==> src/mmgn_pkg.sv <==
// Shared types and constants of the min/max gray normalizer.
`default_nettype none
package mmgn_pkg;

  localparam int MAX_PIXELS   = 4096;
  localparam int SAMPLE_BITS  = 16;
  localparam int ADDR_BITS    = $clog2(MAX_PIXELS);
  localparam int CNT_BITS     = $clog2(MAX_PIXELS + 1);
  localparam int DIM_BITS     = 13;
  localparam int DIM_LIMIT    = 4096;
  localparam int POS_BITS     = DIM_BITS - 1;
  localparam int SIZE_BITS    = 2 * DIM_BITS;
  localparam int GRAY_BITS    = 8;
  localparam int GRAY_FULL    = 255;
  localparam int PROD_BITS    = SAMPLE_BITS + GRAY_BITS;
  localparam int STEP_BITS    = $clog2(GRAY_BITS);
  localparam int CFG_IDX_BITS = 2;

  typedef enum logic [CFG_IDX_BITS-1:0] {
    REG_FRAME_WIDTH  = 2'd0,
    REG_FRAME_HEIGHT = 2'd1
  } cfg_reg_t;

  typedef enum logic {
    CMD_LOAD = 1'b0,
    CMD_READ = 1'b1
  } cmd_t;

  typedef enum logic [1:0] {
    S_IDLE,
    S_FETCH,
    S_DIV
  } state_t;

  typedef struct packed {
    cmd_t                          command;
    logic signed [SAMPLE_BITS-1:0] sample;
  } in_word_t;

  typedef struct packed {
    logic [GRAY_BITS-1:0] gray;
    logic                 flat_frame;
    logic                 last_pixel;
  } out_word_t;

  typedef struct packed {
    logic                   start;
    logic [PROD_BITS-1:0]   num;
    logic [SAMPLE_BITS-1:0] den;
  } div_req_t;

  typedef struct packed {
    logic                 done;
    logic [GRAY_BITS-1:0] quot;
  } div_rsp_t;

endpackage
`default_nettype wire

==> src/mmgn_div.sv <==
// Bit-serial restoring divider producing one gray quotient bit per cycle.
`default_nettype none
module mmgn_div (
  input  wire logic              clk,
  input  wire logic              rst_n,
  input  wire mmgn_pkg::div_req_t req,
  output mmgn_pkg::div_rsp_t      rsp
);
  import mmgn_pkg::*;

  logic                 active_r, active_nxt;
  logic                 done_r, done_nxt;
  logic [STEP_BITS-1:0] cnt_r, cnt_nxt;
  logic [PROD_BITS-1:0] rem_r, rem_nxt;
  logic [PROD_BITS-1:0] den_sh_r, den_sh_nxt;
  logic [GRAY_BITS-1:0] quot_r, quot_nxt;
  logic                 ge;

  always_comb begin
    active_nxt = active_r;
    done_nxt   = 1'b0;
    cnt_nxt    = cnt_r;
    rem_nxt    = rem_r;
    den_sh_nxt = den_sh_r;
    quot_nxt   = quot_r;
    ge         = rem_r >= den_sh_r;
    if (req.start) begin
      active_nxt = 1'b1;
      cnt_nxt    = '0;
      rem_nxt    = req.num;
      den_sh_nxt = PROD_BITS'(req.den) << (GRAY_BITS - 1);
      quot_nxt   = '0;
    end else if (active_r) begin
      if (ge) begin
        rem_nxt = rem_r - den_sh_r;
      end
      quot_nxt   = {quot_r[GRAY_BITS-2:0], ge};
      den_sh_nxt = den_sh_r >> 1;
      cnt_nxt    = cnt_r + STEP_BITS'(1);
      if (cnt_r == STEP_BITS'(GRAY_BITS - 1)) begin
        active_nxt = 1'b0;
        done_nxt   = 1'b1;
      end
    end
  end

  always_ff @(posedge clk) begin
    if (!rst_n) begin
      active_r <= 1'b0;
      done_r   <= 1'b0;
      cnt_r    <= '0;
    end else begin
      active_r <= active_nxt;
      done_r   <= done_nxt;
      cnt_r    <= cnt_nxt;
    end
    rem_r    <= rem_nxt;
    den_sh_r <= den_sh_nxt;
    quot_r   <= quot_nxt;
  end

  assign rsp.done = done_r;
  assign rsp.quot = quot_r;

endmodule
`default_nettype wire

==> config.mk <==
export PLATFORM = sky130hd
export DESIGN_NAME = mmgn_div
export DESIGN_NICKNAME = d
export VERILOG_FILES = /design/src/mmgn_pkg.sv /design/src/mmgn_div.sv
export SDC_FILE = /design/constraint.sdc
export NUM_CORES = 1
export LEC_CHECK = 0
export BUFFER_PORTS_ARGS = -buffer_cell sky130_fd_sc_hd__buf_2
export CAP_MARGIN = 15
export CORE_MARGIN = 2
export CORE_UTILIZATION = 58
export DETAILED_ROUTE_END_ITERATION = 6
export PLACE_DENSITY = 0.78
export SYNTH_ARGS = -nofsm -noshare
export SYNTH_HDL_FRONTEND = slang
export SYNTH_SLANG_ARGS = --single-unit
export TNS_END_PERCENT = 100
==> constraint.sdc <==
create_clock -name clk -period 4.45 [get_ports clk]
set_input_delay 0.89 -clock clk [delete_from_list [all_inputs] [get_ports clk]]
set_output_delay 0.89 -clock clk [all_outputs]
set_load 0.1 [all_outputs]
==> flow_metrics.tcl, run 1 <==
set metrics [dict create \
    arrival_ps 3130 \
    yosys-top-cells-area "edfxtp_1 (32%), dfxtp_1 (11%), ha_1 (8.2%)" \
    cts_made_buffers 9 \
    required_ps 4530 \
    clkTransAtPathRegs_ps 70 \
    max-clock-path-buffers 2 \
    cp-end-kind "flip-flop" \
    synth_edf_count 40 \
    grt_max_degree 63 \
    ys_ff_latch 60 \
    cts_tree "done" \
    p_total_w 0.00210 \
    combPwrFrac_pct 41.4 \
    start_kind "flip-flop" \
    seqPwrFrac_pct 35.0 \
    async_reset_ff_share_pct 0 \
    rows 29 \
    relSlewSlack_pct 44.3 \
    cts_hold_buffers 0 \
    period_share_pct 68.6 \
    wl_per_cell_um 15.6 \
    avgSynthCellArea_um2 9.29 \
    ios 52 \
    p_int_w 0.00132 \
    synth.distinct_cells 58 \
    drt_iter0_drc 228 \
    netlist_area_um2 3800 \
    clock-root-buffer "clkbuf_8" \
    period_minus_slack_ps 3050 \
    rsz0062_at_grt "no" \
    clkLatencyLatePin_ps 350 \
    drive_gt1_share_pct 17.6 \
    clock_sinks 60 \
    finalSetupViolations 0 \
    area_growth_pct 12.7 \
    ys_seq_area_share_pct 42.1 \
    fmax_mhz 328 \
    cts_resized 0 \
    fin_ws_ps 1400 \
    core_area_um2 6350 \
    htreeDepth 3 \
    p_per_area_nw_per_um2 491 \
    synth_nets 478 \
    fill_cells 507 \
    grt.overflow.total 0 \
    io_buffers 51 \
    grt_pass1_vias 2917 \
    drt-vias-per-instance 5.81 \
    antenna_found_initial 0 \
    postCtsSetupRepairBufs 0 \
    clkPwrFrac_pct 23.6 \
    grt_pass1_wl_um 13800 \
    die_w_um 84.9 \
    syn_inst 409 \
    n_antenna_cell 0 \
    drc 0 \
    vias 3090 \
    die_area_um2 7210 \
    path_max_fanout 17 \
    dp_slack_ps 1450 \
    ys_warn_count 0 \
    p_switching_w 0.000784 \
    tightest_slew_ps 833 \
    wl_um 8300 \
    switching_share_pct 37.3 \
    crit_type "reg -> reg" \
    ant_nets 0 \
    min_path_type "reg -> reg" \
    dr.pass1.iters 5 \
    start_util_pct 59.8 \
    grt_usage_pct 24.0 \
    synth_top_cell_by_area "edfxtp_1" \
    die_y_um 84.9 \
    final_nets 519 \
    status "completed" \
    synth_flop_cell "edfxtp_1" \
    gp_congestion 0.923 \
    hold_viol_final 0 \
    max_cap_viol_count 0 \
    fin_skew_ps 9.99 \
    p_leak_nw 1.80 \
    peakVddDrop_mv 0.300 \
    dp_hpwl_um 5920 \
    synth.top_cell.area_share_pct 31.6 \
    tns_ps 0 \
    slew_viol_final 0 \
]
## through the flow
| step | hold slack [ps] | util (%) | instance area, um^2 | std cells |
|---|---|---|---|---|
| after floorplan | 465 | - | 3800 | 409 |
| after global placement | 470 | 64.2 | 4080 | 516 |
| after detailed placement | 488 | 64.2 | 4080 | 516 |
| after CTS | 505 | 67.4 | 4280 | 532 |
| after global routing | 544 | 67.4 | 4280 | 532 |
| final | 502 | 67.4 | 4280 | 532 |
## cell usage in the layout (no fill, tap or decap), types with 2 or more instances in the layout
cell / synthesis / routed
a211o_1: 2 / 2
a211oi_1: 4 / 4
a21o_1: 5 / 5
a21oi_1: 19 / 19
a221oi_1: 3 / 3
a31oi_1: 7 / 7
and3_1: 3 / 3
and4_1: 2 / 2
buf_2: 6 / 51
buf_4: 1 / 3
clkbuf_8: 0 / 12
clkinv_1: 1 / 2
dfxtp_1: 20 / 20
edfxtp_1: 40 / 40
ha_1: 25 / 25
inv_1: 30 / 30
mux2_2: 2 / 2
mux2i_1: 17 / 17
nand2_1: 56 / 56
nand2b_1: 4 / 4
nand3_1: 5 / 5
nand4_1: 6 / 6
nor2_1: 30 / 30
nor2b_1: 3 / 3
nor3_1: 7 / 7
nor4_1: 3 / 3
nor4b_1: 2 / 2
o211ai_1: 4 / 4
o21ai_0: 28 / 27
o21ai_2: 1 / 2
o21bai_1: 2 / 2
o31ai_1: 17 / 17
xnor2_1: 7 / 7
xor2_1: 7 / 7
## worst max-delay path: stages (launching register included)
cell	delay, ps
edfxtp_1	360
inv_1	60
ha_1	150
inv_1	50
fa_1	440
a211oi_1	320
o211ai_1	170
nand4bb_1	170
nand3_1	110
a221oi_1	420
o21ai_2	220
buf_4	290
## registers in the layout, indices dropped and copies added, names as in the netlist
register,count
rem_r,24
den_sh_r,23
quot_r,8
cnt_r,3
active_r,1
done_r,1
## power groups by stage
stage | registers [W] | clock network, W | logic [W]
final | 0.000735 | 0.000497 | 0.000870
after global routing | 0.000743 | 0.000528 | 0.000964
after CTS | 0.000735 | 0.000502 | 0.000857
after detailed placement | 0.000746 | 0 | 0.000853
after global placement | 0.000742 | 0 | 0.000835
after floorplan | 0.000752 | 0 | 0.000661
## synth_stat cells (2+ instances only)
library cell  count
edfxtp_1         40
a211oi_1          4
o211ai_1          4
o31ai_1          17
nand3_1           5
nor4b_1           2
a211o_1           2
nor4_1            3
nand4_1           6
nor2_1           30
xor2_1            7
a221oi_1          3
xnor2_1           7
a21oi_1          19
inv_1            30
o21ai_0          28
and4_1            2
buf_1             7
a31oi_1           7
clkbuf_1         10
nand2b_1          4
a21o_1            5
nor2b_1           3
o21bai_1          2
dfxtp_1          20
mux2i_1          17
ha_1             25
nand2_1          56
and3_1            3
mux2_2            2
buf_2             6
nor3_1            7
## layout make-up
| class | instances | area (um^2) | share of cell area (%) |
|---|---|---|---|
| repair buffers | 54 | 278 | 6.49 |
| clock buffers | 13 | 190 | 4.44 |
| inverters | 31 | 116 | 2.72 |
| flip-flops and latches | 60 | 1600 | 37.4 |
| clock inverters | 3 | 15.0 | 0.351 |
| multi-input cells | 294 | 1980 | 46.3 |
| well taps | 77 | 96.3 | 2.25 |
## layer usage
metal | vias up | track usage [%] | wire (um) | share of wire [%]
met4 | 0 | 10.1 | 159 | 1.9
met1 | 1419 | 33.7 | 4030 | 49
met5 | - | 0 | 0 | 0
met3 | 17 | 5.84 | 448 | 5.4
li1 | 1569 | - | - | -
met2 | 85 | 35.4 | 3660 | 44
## final timing paths
check	from	end	slack, ps	cells past startpoint
worst min-delay path	cnt_r[1]$_SDFFE_PP0P_	cnt_r[1]$_SDFFE_PP0P_	500	2
worst max register to register	rem_r[0]$_DFFE_PP_	rem_r[23]$_DFFE_PP_	1400	11
worst min register to register	cnt_r[1]$_SDFFE_PP0P_	cnt_r[1]$_SDFFE_PP0P_	500	2
worst max-delay path	rem_r[0]$_DFFE_PP_	rem_r[23]$_DFFE_PP_	1400	11
## cells by family after synthesis
family	share of synthesized area, %
AO/OA/AOI/OAI	20.0
XOR/XNOR	3.23
adder cells (fa/ha/maj)	8.76
buffers and inverters	5.73
flip-flops	42.1
multiplexers	5.07
AND/OR/NAND/NOR	15.0
No activity file was read; power rests on OpenSTA's default activity.
==> inputs of run 2 (changes only) <==
Settings changed: ABC_AREA set to 1, CORE_UTILIZATION 58 to 59, PLACE_DENSITY 0.78 to 0.79.
Clock period 4.45 ns to 3.2 ns, I/O delays scaled along.
==> run 2 against run 1 <==
Net effect:
- fmax rose by 12%
- final area rose by 9.9%
- setup slack got worse by 920 ps
- area after synthesis rose by 9.6%
- cell count rose by 44%
- critical endpoint is now rem_r[4]$_DFFE_PP_
==> flow_metrics.tcl, run 2 <==
set metrics [dict create \
    relSlewSlack_pct 24.3 \
    holdPathEnd "quot_r[7]$_SDFFE_PP0P_" \
    crit_type "reg -> reg" \
    fmax_mhz 368 \
    rows 30 \
    antenna_found_initial 0 \
    dp_hpwl_um 7750 \
    synth_flop_cell "edfxtp_1" \
    grt.overflow.total 0 \
    grt_max_degree 30 \
    netlist_area_um2 4170 \
    synth_nets 682 \
    layout_commonest_cell "nand2_1" \
    reg_top3 "rem_r (24), den_sh_r (23), quot_r (8)" \
    synth.top_cell.area_share_pct 28.8 \
    wl_met1_um 4540 \
    hold_viol_final 0 \
    min_path_type "reg -> reg" \
    synth_most_common_cell "nand2_1" \
    n_antenna_cell 0 \
    die_area_um2 7750 \
    p_per_area_nw_per_um2 596 \
    slew_viol_final 0 \
    ios 52 \
    path_max_fanout 14 \
    drive_gt1_share_pct 12.1 \
    status "completed" \
    final_nets 735 \
    ys_seq_area_share_pct 38.4 \
    final_cell_mix "nand2_1 (242), inv_1 (114), buf_2 (51)" \
    ff_latch_area_um2 1600 \
    whs_ps 472 \
    finalSetupViolations 0 \
    drt_iter0_drc 391 \
    start_kind "flip-flop" \
    regMostFlops "rem_r" \
    startpoint "rem_r[0]$_DFFE_PP_" \
    p_leak_nw 2.47 \
    top_layer "met4" \
    fin_skew_ps 11.0 \
    rsz0062_at_grt "no" \
    gp_congestion 0.926 \
    clkTransAtPathRegs_ps 70 \
    wl_per_cell_um 13.2 \
    regToRegSetupSlack_ps 480 \
    ys_ff_latch 60 \
    syn_inst 613 \
    arrival_ps 2800 \
    die_y_um 88.0 \
    fill_cells 624 \
    core_area_um2 6830 \
    wl_um 10100 \
    synth_commonest_cells "nand2_1 (242), inv_1 (114), edfxtp_1 (40), nand3_1 (38), nor2_1 (36)" \
    period_share_pct 85.0 \
    postCtsSetupRepairBufs 0 \
    r2r_start "rem_r[0]$_DFFE_PP_" \
    peakVddDrop_mv 0.344 \
    tns_ps 0 \
    dr.pass1.iters 5 \
    async_reset_ff_share_pct 0 \
    grt_pass1_wl_um 16600 \
    largest_register_ffs 24 \
    grt_pass1_vias 3696 \
    vias 3932 \
    cts_resized 0 \
    min-delay-start "quot_r[7]$_SDFFE_PP0P_" \
    synth.distinct_cells 30 \
    clock_sinks 60 \
    max_cap_viol_count 0 \
    hold-path-cell-count 2 \
    yosys-top-cells-area "edfxtp_1 (29%), nand2_1 (22%), inv_1 (10%)" \
    area_growth_pct 12.9 \
    htreeDepth 3 \
    multi_input_area_um2 2070 \
    cts_tree "done" \
    cp-end-kind "flip-flop" \
    die_w_um 88.0 \
    reg2reg_depth 14 \
    drc 0 \
    ant_nets 0 \
    avgSynthCellArea_um2 6.80 \
    clock-root-buffer "clkbuf_8" \
    clkLatencyLatePin_ps 350 \
    regToRegEndpoint "rem_r[4]$_DFFE_PP_" \
    wl_met2_um 4760 \
    synth_top_cell_by_area "edfxtp_1" \
    required_ps 3280 \
    cts_made_buffers 9 \
    io_buffers 51 \
    ys_warn_count 0 \
    max-clock-path-buffers 2 \
    met3WireLength_um 596 \
    grt_usage_pct 28.0 \
    drt-vias-per-instance 5.13 \
    start_util_pct 61.0 \
    cts_hold_buffers 0 \
    synth_edf_count 40 \
    tightest_slew_ps 1130 \
    period_minus_slack_ps 2720 \
]
run 2: cell count changes in the layout (fill, tap and decap cells not counted), sizes merged, moves of 9 or more:
cell	delta
nand2	+189
inv	+85
nand3	+33
o31ai	-18
mux2i	-17
o22ai	+10
nor2	+9
run 2: stage by stage:
step | setup WS [ps] | power (W) | utilization (%) | area, um^2 | instances
after global placement | 610 | 0.00206 | 65.9 | 4500 | 751
final | 480 | 0.00281 | 68.9 | 4710 | 767
after floorplan | 777 | 0.00183 | - | 4170 | 613
after global routing | 272 | 0.00300 | 68.9 | 4710 | 767
after CTS | 467 | 0.00280 | 68.9 | 4710 | 767
after detailed placement | 464 | 0.00209 | 65.9 | 4500 | 751
run 2: worst max-delay path by stage:
stage,to,slack (ps)
global route,rem_r[4]$_DFFE_PP_,270
finish,rem_r[4]$_DFFE_PP_,480
detailed placement,rem_r[1]$_DFFE_PP_,460
global placement,rem_r[6]$_DFFE_PP_,610
CTS,rem_r[4]$_DFFE_PP_,470
floorplan,rem_r[0]$_DFFE_PP_,780
run 2: cells by family after synthesis:
family,share of synthesized area (%)
flip-flops,38.4
AND/OR/NAND/NOR,35.0
XOR/XNOR,0.420
buffers and inverters,11.9
adder cells (fa/ha/maj),7.99
AO/OA/AOI/OAI,6.28
run 2: metal layers:
metal,vias to the layer above,global-route usage (%)
met5,-,0
met4,0,9.50
met3,25,5.56
met2,140,46.7
met1,1745,36.4
li1,2022,-
run 2: critical path, stage by stage, from the launching register on:
cell and delay (ps):
edfxtp_1 360, inv_1 70, ha_1 140, inv_1 80, fa_1 410, nand2_1 100, nand2_1 70, and2_4 160
nand2_4 60, nand2_4 60, nand2_1 60, nand4_1 130, nand2_1 90, nand2_1 300, buf_4 360
run 2: power breakdown:
| part | leakage, nW | internal, W | switching (W) | total [W] |
|---|---|---|---|---|
| Clock | 0.107 | 0.000377 | 0.000327 | 0.000704 |
| Sequential | 0.573 | 0.000945 | 0.0000351 | 0.000980 |
| Combinational | 1.79 | 0.000381 | 0.000741 | 0.00112 |
run 2: layout make-up:
class / instances / share of cell area (%)
Clock buffer: 12 / 3.78
Sequential cell: 60 / 34.0
Clock inverter: 4 / 0.585
Multi-Input combinational cell: 426 / 44.0
Timing Repair Buffer: 54 / 5.90
Tap cell: 96 / 2.55
Inverter: 115 / 9.17
==> inputs of run 3 (changes only) <==
Settings changed: ABC_AREA 1 to not set, CORE_UTILIZATION 59 to 58, PLACE_DENSITY 0.79 to 0.78.
==> run 3 against run 2 <==
Net effect:
- sequential share of layout area increased by 3.1 points
- fmax decreased by 5.5%
- power increased by 3.9%
- critical endpoint is now rem_r[22]$_DFFE_PP_
- largest cell class unchanged
==> flow_metrics.tcl, run 3 (synthesis results as in run 1) <==
set metrics [dict create \
    die_y_um 84.9 \
    met3WireLength_um 381 \
    gp_congestion 0.916 \
    die_area_um2 7210 \
    peakVddDrop_mv 0.415 \
    reg2reg_depth 11 \
    die_w_um 84.9 \
    grt_pass1_wl_um 13800 \
    htreeDepth 3 \
    hold_viol_final 0 \
    fill_cells 514 \
    tns_ps 0 \
    max_cap_viol_count 0 \
    final_nets 525 \
    regToRegSetupSlack_ps 320 \
    period_share_pct 90.0 \
    cp-end-kind "flip-flop" \
    clkTransAtPathRegs_ps 70 \
    path_max_fanout 12 \
    ios 52 \
    tightest_slew_ps 818 \
    postCtsSetupRepairBufs 0 \
    start_util_pct 59.8 \
    area_growth_pct 13.6 \
    antenna_found_initial 0 \
    finalSetupViolations 0 \
    dr.pass1.iters 5 \
    drc 0 \
    cts_made_buffers 9 \
    cts_tree "done" \
    fin_skew_ps 13.0 \
    grt.overflow.total 0 \
    io_buffers 51 \
    hold-path-cell-count 2 \
    wl_um 8250 \
    layout_commonest_cell "nand2_1" \
    holdPathEnd "cnt_r[1]$_SDFFE_PP0P_" \
    rows 29 \
    reg_top3 "rem_r (24), den_sh_r (23), quot_r (8)" \
    min-delay-start "cnt_r[1]$_SDFFE_PP0P_" \
    drt_iter0_drc 203 \
    rsz0062_at_grt "no" \
    drt-vias-per-instance 5.85 \
    grt_max_degree 39 \
    p_per_area_nw_per_um2 676 \
    grt_pass1_vias 3015 \
    wl_met1_um 3980 \
    utilization_pct 68.0 \
    clock_sinks 60 \
    r2r_start "rem_r[0]$_DFFE_PP_" \
    regMostFlops "rem_r" \
    start_kind "flip-flop" \
    ant_nets 0 \
    arrival_ps 2980 \
    vias 3148 \
    wl_met2_um 3760 \
    n_antenna_cell 0 \
    largest_register_ffs 24 \
    dp_hpwl_um 6010 \
    slew_viol_final 0 \
    status "completed" \
    top_layer "met4" \
    core_area_um2 6350 \
    wl_per_cell_um 15.3 \
    final_cell_mix "nand2_1 (56), buf_2 (51), edfxtp_1 (40)" \
    relSlewSlack_pct 45.4 \
    max-clock-path-buffers 2 \
    drive_gt1_share_pct 18.9 \
    fmax_mhz 347 \
    period_minus_slack_ps 2880 \
    crit_type "reg -> reg" \
    p_leak_nw 1.83 \
    required_ps 3300 \
    min_path_type "reg -> reg" \
    clkLatencyLatePin_ps 350 \
    regToRegEndpoint "rem_r[22]$_DFFE_PP_" \
    grt_usage_pct 23.8 \
    clock-root-buffer "clkbuf_8" \
]
run 3: cell count changes in the layout (fill, tap and decap cells not counted), sizes merged, moves of 8 or more:
cell / previous run / this run
a31oi: 0 / 8
inv: 116 / 31
mux2i: 0 / 17
nand2: 245 / 56
nand3: 38 / 5
nor2: 39 / 30
o22ai: 11 / 1
o31ai: 0 / 18
or2: 8 / 0
run 3: metrics by stage:
step           setup WS [ps]  std cells  instance area (um^2)  total power [W]  hold slack [ps]
3_5_place_dp             221        522                  4120          0.00224              496
5_1_grt                 45.8        538                  4320          0.00310              544
6_report                 321        538                  4320          0.00292              506
2_1_floorplan            386        409                  3800          0.00196              465
4_1_cts                  224        538                  4310          0.00289              513
3_3_place_gp             371        522                  4120          0.00222              467
run 3: how the worst max path moves through the flow:
| stage | startpoint | to | slack [ps] |
|---|---|---|---|
| final | rem_r[0]$_DFFE_PP_ | rem_r[22]$_DFFE_PP_ | 320 |
| after global routing | rem_r[0]$_DFFE_PP_ | rem_r[17]$_DFFE_PP_ | 50 |
| after CTS | rem_r[0]$_DFFE_PP_ | rem_r[21]$_DFFE_PP_ | 220 |
| after detailed placement | rem_r[0]$_DFFE_PP_ | rem_r[19]$_DFFE_PP_ | 220 |
| after global placement | rem_r[0]$_DFFE_PP_ | rem_r[21]$_DFFE_PP_ | 370 |
| after floorplan | rem_r[13]$_DFFE_PP_ | rem_r[0]$_DFFE_PP_ | 390 |
run 3: worst max-delay path, cell delays in order, from the launching register on:
cell and delay (ps):
edfxtp_1 360, inv_1 60, ha_1 150, inv_1 50, fa_1 420, a211oi_1 340, o211ai_1 190, nand4bb_1 180
nand3_1 110, a221oi_2 320, o21ai_2 190, buf_4 240
run 3: power by group:
part	switching [W]	internal, W
combinational	0.000759	0.000482
sequential	0.0000411	0.000979
clock	0.000309	0.000346
run 3: what timing repair did:
item | 4_1_cts | 5_1_grt
resized for setup | 0 | 1
setup endpoints to repair | 0 | 19
hold buffers | 0 | 0
run 3: area by class of cell:
class / instances / area [um^2] / share of cell area, %
multi-input cells: 294 / 1990 / 46.1
repair buffers: 60 / 323 / 7.48
well taps: 77 / 96.3 / 2.23
clock buffers: 12 / 166 / 3.86
clock inverters: 4 / 21.3 / 0.493
flip-flops and latches: 60 / 1600 / 37.1
inverters: 31 / 116 / 2.70
run 3: layer usage:
| metal | GRT usage [%] | vias to the layer above |
|---|---|---|
| met1 | 33.4 | 1464 |
| met4 | 6.35 | 0 |
| met3 | 5.54 | 16 |
| met2 | 37.4 | 89 |
| met5 | 0 | - |
| li1 | - | 1579 |
